`src/hw/rtl/lcdsr_pkg.sv`:
```
// Package for the LCD control/status register block.
// Holds the command and result word types, command codes and register addresses.
// No dependencies.
package lcdsr_pkg;

    // Command codes; codes 5 to 7 are unused and change nothing
    localparam logic [2:0] CMD_READ      = 3'd0;
    localparam logic [2:0] CMD_WRITE     = 3'd1;
    localparam logic [2:0] CMD_NEXT_LINE = 3'd2;
    localparam logic [2:0] CMD_SET_MODE  = 3'd3;
    localparam logic [2:0] CMD_NEW_FRAME = 3'd4;

    // Register addresses (low byte)
    localparam logic [7:0] ADDR_LCDC = 8'h40;
    localparam logic [7:0] ADDR_STAT = 8'h41;
    localparam logic [7:0] ADDR_SCY  = 8'h42;
    localparam logic [7:0] ADDR_SCX  = 8'h43;
    localparam logic [7:0] ADDR_LY   = 8'h44;
    localparam logic [7:0] ADDR_LYC  = 8'h45;
    localparam logic [7:0] ADDR_BGP  = 8'h47;
    localparam logic [7:0] ADDR_OBP0 = 8'h48;
    localparam logic [7:0] ADDR_OBP1 = 8'h49;
    localparam logic [7:0] ADDR_WY   = 8'h4A;
    localparam logic [7:0] ADDR_WX   = 8'h4B;
    localparam logic [7:0] ADDR_OPRI = 8'h6C;

    // Boot values
    localparam logic [7:0] LCDC_RESET = 8'h91;
    localparam logic [7:0] STAT_RESET = 8'h85;
    localparam logic [7:0] BGP_RESET  = 8'hFC;
    localparam logic [7:0] OBP_RESET  = 8'hFF;

    localparam logic [7:0] READ_IDLE    = 8'hFF;
    localparam logic [7:0] OPRI_PATTERN = 8'hFE;

    localparam logic [1:0] MODE_OAM_SCAN = 2'd2;

    localparam logic [15:0] MAP_HIGH   = 16'h9C00;
    localparam logic [15:0] MAP_LOW    = 16'h9800;
    localparam logic [15:0] TILES_LOW  = 16'h8000;
    localparam logic [15:0] TILES_HIGH = 16'h8800;

    localparam logic [4:0] SPRITE_TALL  = 5'd16;
    localparam logic [4:0] SPRITE_SHORT = 5'd8;

    typedef struct packed {
        logic [2:0] command;
        logic [7:0] address;
        logic [7:0] write_data;
        logic [1:0] new_mode;
        logic [1:0] bg_color_index;
        logic       sprite_palette_select;
        logic [1:0] sprite_color_index;
    } cmd_t;

    typedef struct packed {
        logic [7:0]  read_data;
        logic        stat_interrupt;
        logic [7:0]  scanline;
        logic [1:0]  lcd_mode;
        logic [1:0]  bg_shade;
        logic [1:0]  sprite_shade;
        logic [4:0]  sprite_height;
        logic [15:0] window_map_base;
        logic [15:0] tile_data_base;
        logic [15:0] bg_map_base;
        logic [3:0]  enable_flags;
        logic        priority_mode;
    } rsp_t;

    // Pick the 2-bit shade for a colour index out of a palette byte
    function automatic logic [1:0] shade_of(input logic [7:0] pal, input logic [1:0] idx);
        logic [1:0] s;
        unique case (idx)
            2'd0:    s = pal[1:0];
            2'd1:    s = pal[3:2];
            2'd2:    s = pal[5:4];
            default: s = pal[7:6];
        endcase
        return s;
    endfunction

endpackage

```
`src/hw/rtl/lcdsr_in_stage.sv`:
```
// Input register of the LCD control/status register block.
// Holds one command word until the execute step takes it. Uses lcdsr_pkg.
module lcdsr_in_stage (
    input  logic            clk,
    input  logic            rst_n,
    input  logic            cmd_valid,
    output logic            cmd_stall,
    input  lcdsr_pkg::cmd_t cmd,
    input  logic            take,
    output logic            item_valid,
    output lcdsr_pkg::cmd_t item
);

    logic            valid_reg;
    logic            valid_next;
    lcdsr_pkg::cmd_t item_reg;
    logic            load;

    // Stall only while a held word cannot move on this cycle
    assign cmd_stall = valid_reg && !take;
    assign load      = cmd_valid && !cmd_stall;

    always_comb
    begin
        if (load)
        begin
            valid_next = 1'b1;
        end
        else if (take)
        begin
            valid_next = 1'b0;
        end
        else
        begin
            valid_next = valid_reg;
        end
    end

    always_ff @(posedge clk or negedge rst_n)
    begin
        if (!rst_n)
        begin
            valid_reg <= 1'b0;
        end
        else
        begin
            valid_reg <= valid_next;
        end
    end

    always_ff @(posedge clk)
    begin
        if (load)
        begin
            item_reg <= cmd;
        end
    end

    assign item_valid = valid_reg;
    assign item       = item_reg;

endmodule

```
`src/hw/rtl/lcdsr_regfile.sv`:
```
// Register file and command execution of the LCD control/status register block.
// Updates the registers for one command and forms its result word. Uses lcdsr_pkg.
module lcdsr_regfile (
    input  logic            clk,
    input  logic            rst_n,
    input  logic            exec,
    input  lcdsr_pkg::cmd_t item,
    output lcdsr_pkg::rsp_t result
);

    logic [7:0] control_reg, control_next;
    logic [7:0] status_reg, status_next;
    logic [7:0] scroll_y_reg, scroll_y_next;
    logic [7:0] scroll_x_reg, scroll_x_next;
    logic [7:0] line_reg, line_next;
    logic [7:0] compare_reg, compare_next;
    logic [7:0] bgp_reg, bgp_next;
    logic [7:0] obp0_reg, obp0_next;
    logic [7:0] obp1_reg, obp1_next;
    logic [7:0] win_y_reg, win_y_next;
    logic [7:0] win_x_reg, win_x_next;
    logic       pri_reg, pri_next;

    logic [7:0] read_data;
    logic [7:0] line_inc;
    logic       hit;
    logic       irq;

    assign line_inc = line_reg + 8'd1;
    assign hit      = (line_inc == compare_reg);

    always_comb
    begin
        unique case (item.address)
            lcdsr_pkg::ADDR_LCDC: read_data = control_reg;
            lcdsr_pkg::ADDR_STAT: read_data = status_reg;
            lcdsr_pkg::ADDR_SCY:  read_data = scroll_y_reg;
            lcdsr_pkg::ADDR_SCX:  read_data = scroll_x_reg;
            lcdsr_pkg::ADDR_LY:   read_data = line_reg;
            lcdsr_pkg::ADDR_LYC:  read_data = compare_reg;
            lcdsr_pkg::ADDR_BGP:  read_data = bgp_reg;
            lcdsr_pkg::ADDR_OBP0: read_data = obp0_reg;
            lcdsr_pkg::ADDR_OBP1: read_data = obp1_reg;
            lcdsr_pkg::ADDR_WY:   read_data = win_y_reg;
            lcdsr_pkg::ADDR_WX:   read_data = win_x_reg;
            lcdsr_pkg::ADDR_OPRI: read_data = lcdsr_pkg::OPRI_PATTERN | {7'd0, pri_reg};
            default:              read_data = lcdsr_pkg::READ_IDLE;
        endcase
    end

    always_comb
    begin
        control_next  = control_reg;
        status_next   = status_reg;
        scroll_y_next = scroll_y_reg;
        scroll_x_next = scroll_x_reg;
        line_next     = line_reg;
        compare_next  = compare_reg;
        bgp_next      = bgp_reg;
        obp0_next     = obp0_reg;
        obp1_next     = obp1_reg;
        win_y_next    = win_y_reg;
        win_x_next    = win_x_reg;
        pri_next      = pri_reg;
        irq           = 1'b0;
        unique case (item.command)
            lcdsr_pkg::CMD_WRITE:
            begin
                // LY and unknown addresses drop the write
                unique case (item.address)
                    lcdsr_pkg::ADDR_LCDC: control_next  = item.write_data;
                    lcdsr_pkg::ADDR_STAT: status_next   = item.write_data;
                    lcdsr_pkg::ADDR_SCY:  scroll_y_next = item.write_data;
                    lcdsr_pkg::ADDR_SCX:  scroll_x_next = item.write_data;
                    lcdsr_pkg::ADDR_LYC:  compare_next  = item.write_data;
                    lcdsr_pkg::ADDR_BGP:  bgp_next      = item.write_data;
                    lcdsr_pkg::ADDR_OBP0: obp0_next     = item.write_data;
                    lcdsr_pkg::ADDR_OBP1: obp1_next     = item.write_data;
                    lcdsr_pkg::ADDR_WY:   win_y_next    = item.write_data;
                    lcdsr_pkg::ADDR_WX:   win_x_next    = item.write_data;
                    lcdsr_pkg::ADDR_OPRI: pri_next      = item.write_data[0];
                    default:              ;
                endcase
            end
            lcdsr_pkg::CMD_NEXT_LINE:
            begin
                line_next      = line_inc;
                status_next[2] = hit;
                irq            = hit && status_reg[6];
            end
            lcdsr_pkg::CMD_SET_MODE:
            begin
                status_next[1:0] = item.new_mode;
            end
            lcdsr_pkg::CMD_NEW_FRAME:
            begin
                status_next[1:0] = lcdsr_pkg::MODE_OAM_SCAN;
                line_next        = 8'd0;
            end
            default: ;
        endcase
    end

    always_ff @(posedge clk or negedge rst_n)
    begin
        if (!rst_n)
        begin
            control_reg  <= lcdsr_pkg::LCDC_RESET;
            status_reg   <= lcdsr_pkg::STAT_RESET;
            scroll_y_reg <= 8'd0;
            scroll_x_reg <= 8'd0;
            line_reg     <= 8'd0;
            compare_reg  <= 8'd0;
            bgp_reg      <= lcdsr_pkg::BGP_RESET;
            obp0_reg     <= lcdsr_pkg::OBP_RESET;
            obp1_reg     <= lcdsr_pkg::OBP_RESET;
            win_y_reg    <= 8'd0;
            win_x_reg    <= 8'd0;
            pri_reg      <= 1'b0;
        end
        else if (exec)
        begin
            control_reg  <= control_next;
            status_reg   <= status_next;
            scroll_y_reg <= scroll_y_next;
            scroll_x_reg <= scroll_x_next;
            line_reg     <= line_next;
            compare_reg  <= compare_next;
            bgp_reg      <= bgp_next;
            obp0_reg     <= obp0_next;
            obp1_reg     <= obp1_next;
            win_y_reg    <= win_y_next;
            win_x_reg    <= win_x_next;
            pri_reg      <= pri_next;
        end
    end

    // Result word reflects the registers after the command
    always_comb
    begin
        result.read_data      = (item.command == lcdsr_pkg::CMD_READ) ? read_data
                                                                      : lcdsr_pkg::READ_IDLE;
        result.stat_interrupt = irq;
        result.scanline       = line_next;
        result.lcd_mode       = status_next[1:0];
        result.bg_shade       = lcdsr_pkg::shade_of(bgp_next, item.bg_color_index);
        result.sprite_shade   = lcdsr_pkg::shade_of(item.sprite_palette_select ? obp1_next
                                                                               : obp0_next,
                                                    item.sprite_color_index);
        result.sprite_height  = control_next[2] ? lcdsr_pkg::SPRITE_TALL
                                                : lcdsr_pkg::SPRITE_SHORT;
        result.window_map_base = control_next[6] ? lcdsr_pkg::MAP_HIGH : lcdsr_pkg::MAP_LOW;
        result.tile_data_base  = control_next[4] ? lcdsr_pkg::TILES_LOW
                                                 : lcdsr_pkg::TILES_HIGH;
        result.bg_map_base     = control_next[3] ? lcdsr_pkg::MAP_HIGH : lcdsr_pkg::MAP_LOW;
        result.enable_flags    = {control_next[7], control_next[5],
                                  control_next[1], control_next[0]};
        result.priority_mode   = pri_next;
    end

endmodule

```
`src/hw/rtl/lcdsr_out_stage.sv`:
```
// Result register of the LCD control/status register block.
// Holds one result word until the consumer takes it. Uses lcdsr_pkg.
module lcdsr_out_stage (
    input  logic            clk,
    input  logic            rst_n,
    input  logic            load,
    input  lcdsr_pkg::rsp_t result,
    output logic            free,
    output logic            rsp_valid,
    input  logic            rsp_stall,
    output lcdsr_pkg::rsp_t rsp
);

    logic            valid_reg;
    logic            valid_next;
    lcdsr_pkg::rsp_t rsp_reg;

    // Room for a new word when empty or when the held word leaves this cycle
    assign free = !valid_reg || !rsp_stall;

    always_comb
    begin
        if (load)
        begin
            valid_next = 1'b1;
        end
        else if (!rsp_stall)
        begin
            valid_next = 1'b0;
        end
        else
        begin
            valid_next = valid_reg;
        end
    end

    always_ff @(posedge clk or negedge rst_n)
    begin
        if (!rst_n)
        begin
            valid_reg <= 1'b0;
        end
        else
        begin
            valid_reg <= valid_next;
        end
    end

    always_ff @(posedge clk)
    begin
        if (load)
        begin
            rsp_reg <= result;
        end
    end

    assign rsp_valid = valid_reg;
    assign rsp       = rsp_reg;

endmodule

```
`src/hw/rtl/lcd_control_status_registers_unit.sv`:
```
// Top level of the LCD control/status register block.
// Ties input register, register file and result register; uses lcdsr_pkg and the lcdsr_* modules.
//
//  channel  | handshake            | word
//  ---------+----------------------+-------------------------------
//  command  | cmd_valid, cmd_stall | cmd (lcdsr_pkg::cmd_t)
//  result   | rsp_valid, rsp_stall | rsp (lcdsr_pkg::rsp_t)
//
// One word per cycle sustained while rsp_stall stays low; a taken command is registered in the
// input register, and the register file executes it from there into the result register,
// where it is held as a valid result until the consumer takes it.
// Reset loads the boot register values and empties both stages.
// A stalled result holds the execute step, and the input register then stalls new commands.
module lcd_control_status_registers_unit (
    input  logic            clk,
    input  logic            rst_n,
    input  logic            cmd_valid,
    output logic            cmd_stall,
    input  lcdsr_pkg::cmd_t cmd,
    output logic            rsp_valid,
    input  logic            rsp_stall,
    output lcdsr_pkg::rsp_t rsp
);

    logic            item_valid;
    lcdsr_pkg::cmd_t item;
    lcdsr_pkg::rsp_t result;
    logic            free;
    logic            exec;

    assign exec = item_valid && free;

    lcdsr_in_stage u_in_stage (
        .clk        (clk),
        .rst_n      (rst_n),
        .cmd_valid  (cmd_valid),
        .cmd_stall  (cmd_stall),
        .cmd        (cmd),
        .take       (free),
        .item_valid (item_valid),
        .item       (item)
    );

    lcdsr_regfile u_regfile (
        .clk    (clk),
        .rst_n  (rst_n),
        .exec   (exec),
        .item   (item),
        .result (result)
    );

    lcdsr_out_stage u_out_stage (
        .clk       (clk),
        .rst_n     (rst_n),
        .load      (exec),
        .result    (result),
        .free      (free),
        .rsp_valid (rsp_valid),
        .rsp_stall (rsp_stall),
        .rsp       (rsp)
    );

endmodule
```
`config.mk`:
```
export PLATFORM = sky130hd
export DESIGN_NAME = lcd_control_status_registers_unit
export DESIGN_NICKNAME = d
export VERILOG_FILES = /design/src/hw/rtl/lcdsr_pkg.sv /design/src/hw/rtl/lcdsr_in_stage.sv /design/src/hw/rtl/lcdsr_regfile.sv /design/src/hw/rtl/lcdsr_out_stage.sv /design/src/hw/rtl/lcd_control_status_registers_unit.sv
export SDC_FILE = /design/constraint.sdc
export NUM_CORES = 1
export LEC_CHECK = 0
export CORE_MARGIN = 2
export CORE_UTILIZATION = 57
export DETAILED_ROUTE_END_ITERATION = 12
export DONT_BUFFER_PORTS = 1
export HOLD_SLACK_MARGIN = 0.15
export PLACE_DENSITY = 0.72
export SLEW_MARGIN = 20
export SYNTH_ARGS = -nofsm -noshare
export SYNTH_HDL_FRONTEND = slang
export SYNTH_HIERARCHICAL = 1
export SYNTH_SLANG_ARGS = --single-unit
```
`constraint.sdc`:
```
create_clock -name clk -period 4.5 [get_ports clk]
set_input_delay 0 -clock clk [delete_from_list [all_inputs] [get_ports clk]]
set_output_delay 0 -clock clk [all_outputs]
set_load 0.01 [all_outputs]
```
==> out/metrics.cfg, run 1 <==
[run_status]
run_status=finished, final reports clean

[worst_setup_path]
critPathKind=reg -> reg
cpPeakStageDelay_ns=0.96
crit_arrival_ns=3.58
worstPathCellList=nor3b_1 > nand3_1 > mux2i_1 > a2111oi_0 > a211o_1
cp_max_fo=23
critPathLaunchType=register
worstReg2RegEnd=u_out_stage/rsp[59]
regToRegSetupSlack_ns=1.23
r2r.worst_path.cells=5
rr_startpoint=u_in_stage/item[24]
cp-end-kind=register
crit_required_ns=4.81
crit_path_top_delay_cell=nor3b_1

[timing]
rsz0062_at_grt=no
period_minus_slack_ns=3.27
hold_viol=0
max_slew_margin_pct=24.6
fin_crit_sh_pct=72.7
clock_skew_ns=0.0124
max_freq_ghz=0.306
drv_slew=0
fin_ws_ns=1.23
finalSetupViolCount=0
worst_pin_slew_ns=1.13
fin_tns_setup_ns=0

[yosys]
ys_types=73
netlist_area_sq_um=9410
ys.flop_type=edfxtp_1
ys_seq_area_share_pct=58.7
ys_ff_latch=198
synth_edf_count=107
async_reset_ff_share_pct=46.0
synth_area_leaders=edfxtp_1 (34%), dfrtp_1 (17%), mux2_2 (11%)
yosys_warnings=6
synth_area_leader_cell=edfxtp_1
synth_cells=715
synth_most_common_cell=edfxtp_1
avgSynthCellArea_sq_um=13.2
synth_top_area_share_pct=34.1
synth_common_cells=edfxtp_1 (107), mux2_2 (93), dfrtp_1 (63)

[route]
vias=5854
ant_nets=0
avgRoutedWirePerCell_um=22.4
drt_wl_total_mm=21.2
wl_met2_mm=10.5
wl_met3_mm=1.22
drc_errors=0
viasPerCell=6.18
wl_met1_mm=8.92
dr.pass1.iters=7
drt_iter0_markers=582
top_layer=met4

[die]
io_pins=113
core_sq_um=16000
dieArea_sq_um=17600
placementRows=46
fp.dieH_um=132
initial_utilization_pct=58.8
die_w_um=132

[cts]
h-tree-depth=4
clockBufferDepth=2
cts_tree=done
clk_pin_slew_ns=0.08
post_cts.repair.setup_buffers=0
clock_sinks=198
numCtsBuffers=17
worstSkewPairLatency_ns=0.44
cts_root_buffer=clkbuf_16

[final_layout]
area_growth_pct=8.64
finalNonFillerCells=947
drive_above_1_share_pct=25.3
ff_latch_area_sq_um=5530
multi_input_area_sq_um=3400
largest_register_ffs=81
layout.nets=748
nFillCells=1253

[power_and_ir_drop]
power.clock.fraction_pct=37.5
combPwrFrac_pct=7.7
power_density_nw_per_um2=395
power_leakage_nw=3.98
internal_power_mw=2.94
pwr-share-seq_pct=54.8
ir_drop_v=0.000298
power_switching_mw=1.11
power.share.switching_pct=27.4

[place]
port_buffers=0
pre_cts_ws_ns=1.31
hpwl_mm=14.1
dp.cells=883
gp_congestion=0.928

[global_routing]
grt_usage_pct=24.5
grt_overflow_total=0
grt_max_degree=92
antenna_found_initial=0
first_global_vias=5927
grt_pass1_wl_mm=32.9

[worst_hold_path]
hold_class=in -> async

[run]
maxCapViolCount=0

## power by group through the flow
stage	clock, mW	sequential (mW)	combinational (mW)
floorplan	0	2.18	0.282
global route	1.62	2.23	0.341
detailed placement	0	2.25	0.264
CTS	1.53	2.22	0.305
finish	1.52	2.22	0.310
global placement	0	2.25	0.254
## per-stage QoR
stage / hold slack [ns] / instance area [sq um] / utilization (%) / total power, mW
finish: 0.149 / 10200 / 63.9 / 4.04
global route: 0.174 / 10200 / 63.9 / 4.19
detailed placement: -0.291 / 9290 / 58.1 / 2.52
global placement: -0.290 / 9290 / 58.1 / 2.50
CTS: 0.167 / 10200 / 63.9 / 4.06
floorplan: -0.296 / 9580 / - / 2.46
## per-layer routing
| metal | up-vias | GRT usage [%] |
|---|---|---|
| met5 | - | 0 |
| li1 | 2588 | - |
| met4 | 0 | 11.5 |
| met2 | 270 | 39.9 |
| met1 | 2946 | 32.2 |
| met3 | 50 | 4.56 |
## critical path, delay by kind of cell (launching register included)
| kind | cells | cell delay [ns] |
|---|---|---|
| AO/OA/AOI/OAI | 2 | 0.69 |
| flip-flops | 1 | 0.70 |
| multiplexers | 1 | 0.23 |
| AND/OR/NAND/NOR | 2 | 1.51 |
## logic make-up (layout without fill, tap and decap cells)
logic type,Yosys count,in the layout,share of synthesized area (%)
AO/OA/AOI/OAI,125,125,9.22
XOR/XNOR,9,9,0.838
adder cells (fa/ha/maj),1,1,0.133
buffers and inverters,113,82,7.15
flip-flops,198,198,58.7
multiplexers,113,113,13.8
other,2,49,0.0798
AND/OR/NAND/NOR,154,154,10.1
## worst max-delay path by stage
stage                          startpoint  cells after the start  slack (ns)                endpoint
floorplan           u_out_stage/rsp_valid                      8        0.62  u_regfile/win_x_reg[0]
global placement      u_in_stage/item[15]                      5        1.48     u_out_stage/rsp[73]
detailed placement    u_in_stage/item[24]                      5        1.31     u_out_stage/rsp[59]
CTS                   u_in_stage/item[24]                      5        1.30     u_out_stage/rsp[59]
global route          u_in_stage/item[24]                      5        1.12     u_out_stage/rsp[59]
finish                u_in_stage/item[24]                      5        1.23     u_out_stage/rsp[59]
## final cells by class
cell class / count / area share (%)
diodes: 1 / 0.0245
clock buffers: 17 / 4.16
clock inverters: 15 / 1.69
inverters: 12 / 0.441
multi-input cells: 450 / 33.3
flip-flops and latches: 198 / 54.1
well taps: 216 / 2.64
repair buffers: 38 / 3.72
## layout by cell type (no fill, tap or decap), types with 4 or more instances in the layout
master,Yosys,final
edfxtp_1,107,107
mux2_2,93,93
dfrtp_1,63,63
conb_1,2,48
nor2_1,33,33
dlygate4sd3_1,0,30
dfstp_2,28,28
o21ai_0,27,27
nand2_1,25,25
a21oi_1,20,20
clkbuf_16,0,17
a22oi_1,17,17
mux2i_1,16,16
nand3_1,14,14
inv_1,12,12
nor2b_1,11,11
xnor2_1,8,8
buf_4,61,7
nand2b_1,7,7
o22ai_1,7,7
a222oi_1,7,7
nor3_1,6,6
nand4_1,5,5
o21a_1,5,5
and2_1,6,5
clkinv_8,0,4
inv_8,0,4
o31a_1,4,4
and4_1,4,4
mux4_2,4,4
and3_1,4,4
a31oi_1,4,4
a32oi_1,4,4
a22o_1,4,4
## repair_timing
action                                 CTS  global route
endpoints found under the hold margin  166             0
hold buffers                            31             0
gates resized for setup                  0             0
setup endpoints to repair                0             0
Note: power is estimated with default switching activity, not from simulation.
==> run 2: changes to the inputs <==
Clock period 4.5 ns to 3.41 ns, I/O delays scaled along.
==> out/metrics.cfg, run 2 (synthesis results as in run 1) <==
[worst_setup_path]
crit_path_top_delay_cell=edfxtp_1
r2r.worst_path.cells=5  ; unchanged
crit_buf_inv=0  ; unchanged
crit_required_ns=3.73  ; -1.08 ns
cpPeakStageDelay_ns=0.67  ; -0.29 ns
critPathTopFamily=simple AND/OR/NAND/NOR gates
critPathKind=reg -> reg
worstPathCellList=nor4b_4 > nand3_1 > mux2i_1 > a2111oi_0 > a211o_1
cp_max_fo=15  ; -35%
worstReg2RegEnd=u_out_stage/rsp[58]
critPathLaunchType=register
crit_arrival_ns=3.03  ; -0.55 ns
regToRegSetupSlack_ns=0.70  ; -0.53 ns
cp-end-kind=register
rr_startpoint=u_in_stage/item[17]

[final_layout]
largest_register_ffs=81  ; unchanged
diodes=0  ; -1
finalNonFillerCells=954  ; +0.74%
final_common_cell=edfxtp_1
area_growth_pct=9.08
postLayoutCoreUtil_pct=64.1  ; +0.26 points
most-common-layout-cells=edfxtp_1 (107), mux2_2 (93), dfrtp_1 (63)
drive_above_1_share_pct=26.0  ; +0.67 points
layout.nets=756  ; +1.1%

[route]
viasPerCell=6.16  ; -0.31%
avgRoutedWirePerCell_um=21.8  ; -2.8%
drt_iter0_markers=570  ; -2.1%
drc_errors=0  ; unchanged
vias=5879  ; +0.43%
ant_nets=0  ; unchanged
drt_wl_total_mm=20.8  ; -2.0%
dr.pass1.iters=6  ; -1

[worst_hold_path]
holdPathEnd=u_in_stage/item[8]
whs_path_depth=1
hold_class=in -> reg
hold_start=cmd[8]

[place]
hpwl_mm=13.9  ; -1.5%
gp_congestion=0.945  ; +1.8%
dp.cells=889  ; +0.68%
port_buffers=0  ; unchanged

[timing]
max_slew_margin_pct=48.7  ; +24 points
drv_slew=0  ; unchanged
hold_viol=0  ; unchanged
period_minus_slack_ns=2.71  ; -0.557 ns
finalSetupViolCount=0  ; unchanged
worst_pin_slew_ns=0.751  ; -0.375 ns
max_freq_ghz=0.368  ; +21%
holdWs_ns=0.184  ; +0.0346 ns
fin_tns_setup_ns=0  ; unchanged
fin_crit_sh_pct=79.6  ; +6.9 points
clock_skew_ns=0.00772  ; -0.00464 ns
rsz0062_at_grt=no

[cts]
postCtsHoldBufs=33  ; +6.5%
numCtsBuffers=17  ; unchanged
clockBufferDepth=2  ; unchanged
clk_pin_slew_ns=0.08  ; about the same
worstSkewPairLatency_ns=0.44  ; about the same
h-tree-depth=4  ; unchanged
cts-resized-gates=0  ; unchanged
clock_sinks=198  ; unchanged
cts_tree=done
post_cts.repair.setup_buffers=0  ; unchanged
cts_root_buffer=clkbuf_16

[power_and_ir_drop]
power_density_nw_per_um2=514  ; +30%
power_leakage_nw=4.01  ; +0.76%
ir_drop_v=0.000384  ; +29%

[die]
die_w_um=132  ; unchanged
io_pins=113  ; unchanged
core_sq_um=16000  ; unchanged
dieArea_sq_um=17600  ; unchanged
fp.dieH_um=132  ; unchanged
initial_utilization_pct=58.8  ; unchanged
placementRows=46  ; unchanged

[global_routing]
grt_overflow_total=0  ; unchanged
antenna_found_initial=0  ; unchanged
first_global_vias=5873  ; -0.91%
grt_usage_pct=24.3  ; -0.20 points
grt_pass1_wl_mm=32.7  ; -0.65%
grt_max_degree=84  ; -8.7%

[run]
maxCapViolCount=0  ; unchanged

[run_status]
run_status=finished, final reports clean

[run 2: cell type report]
class                      instances  area [sq um]
fill                            1246          5740
sequential                       198          5530
multi-input combinational        450          3400
timing repair buffer              46           445
clock buffer                      18           429
tap                              216           270
clock inverter                    14           151
inverter                          12          45.0
[run 2: worst max-delay path by stage]
stage,startpoint,endpoint,slack [ns],cells after the start
floorplan,u_out_stage/rsp_valid,u_regfile/win_x_reg[0],0.41,8
detailed placement,u_in_stage/item[17],u_out_stage/rsp[58],0.76,5
finish,u_in_stage/item[17],u_out_stage/rsp[58],0.70,5
global route,u_in_stage/item[18],u_out_stage/rsp[58],0.47,5
global placement,u_in_stage/item[24],u_out_stage/rsp[58],0.44,5
CTS,u_in_stage/item[17],u_out_stage/rsp[58],0.72,5
[run 2: metrics by stage]
stage	total power, mW	setup slack (ns)	instance area (sq um)
detailed placement	3.33	0.762	9340
global placement	3.30	0.442	9330
CTS	5.31	0.720	10300
floorplan	3.24	0.414	9580
finish	5.28	0.696	10300
global route	5.49	0.474	10300
[run 2: power breakdown]
group	switching, mW	internal [mW]	total, mW
Clock	0.965	0.978	1.94
Sequential	0.203	2.71	2.92
Combinational	0.248	0.173	0.421
Total	1.42	3.86	5.28
[run 2: per-layer routing]
metal  track usage [%]  vias to the layer above  wire length (um)
li1                  -                     2592                 -
met3              4.87                       57              1250
met2              39.5                      272             10100
met5                 0                        -                 0
met4              11.2                        0               768
met1              31.9                     2958              8650
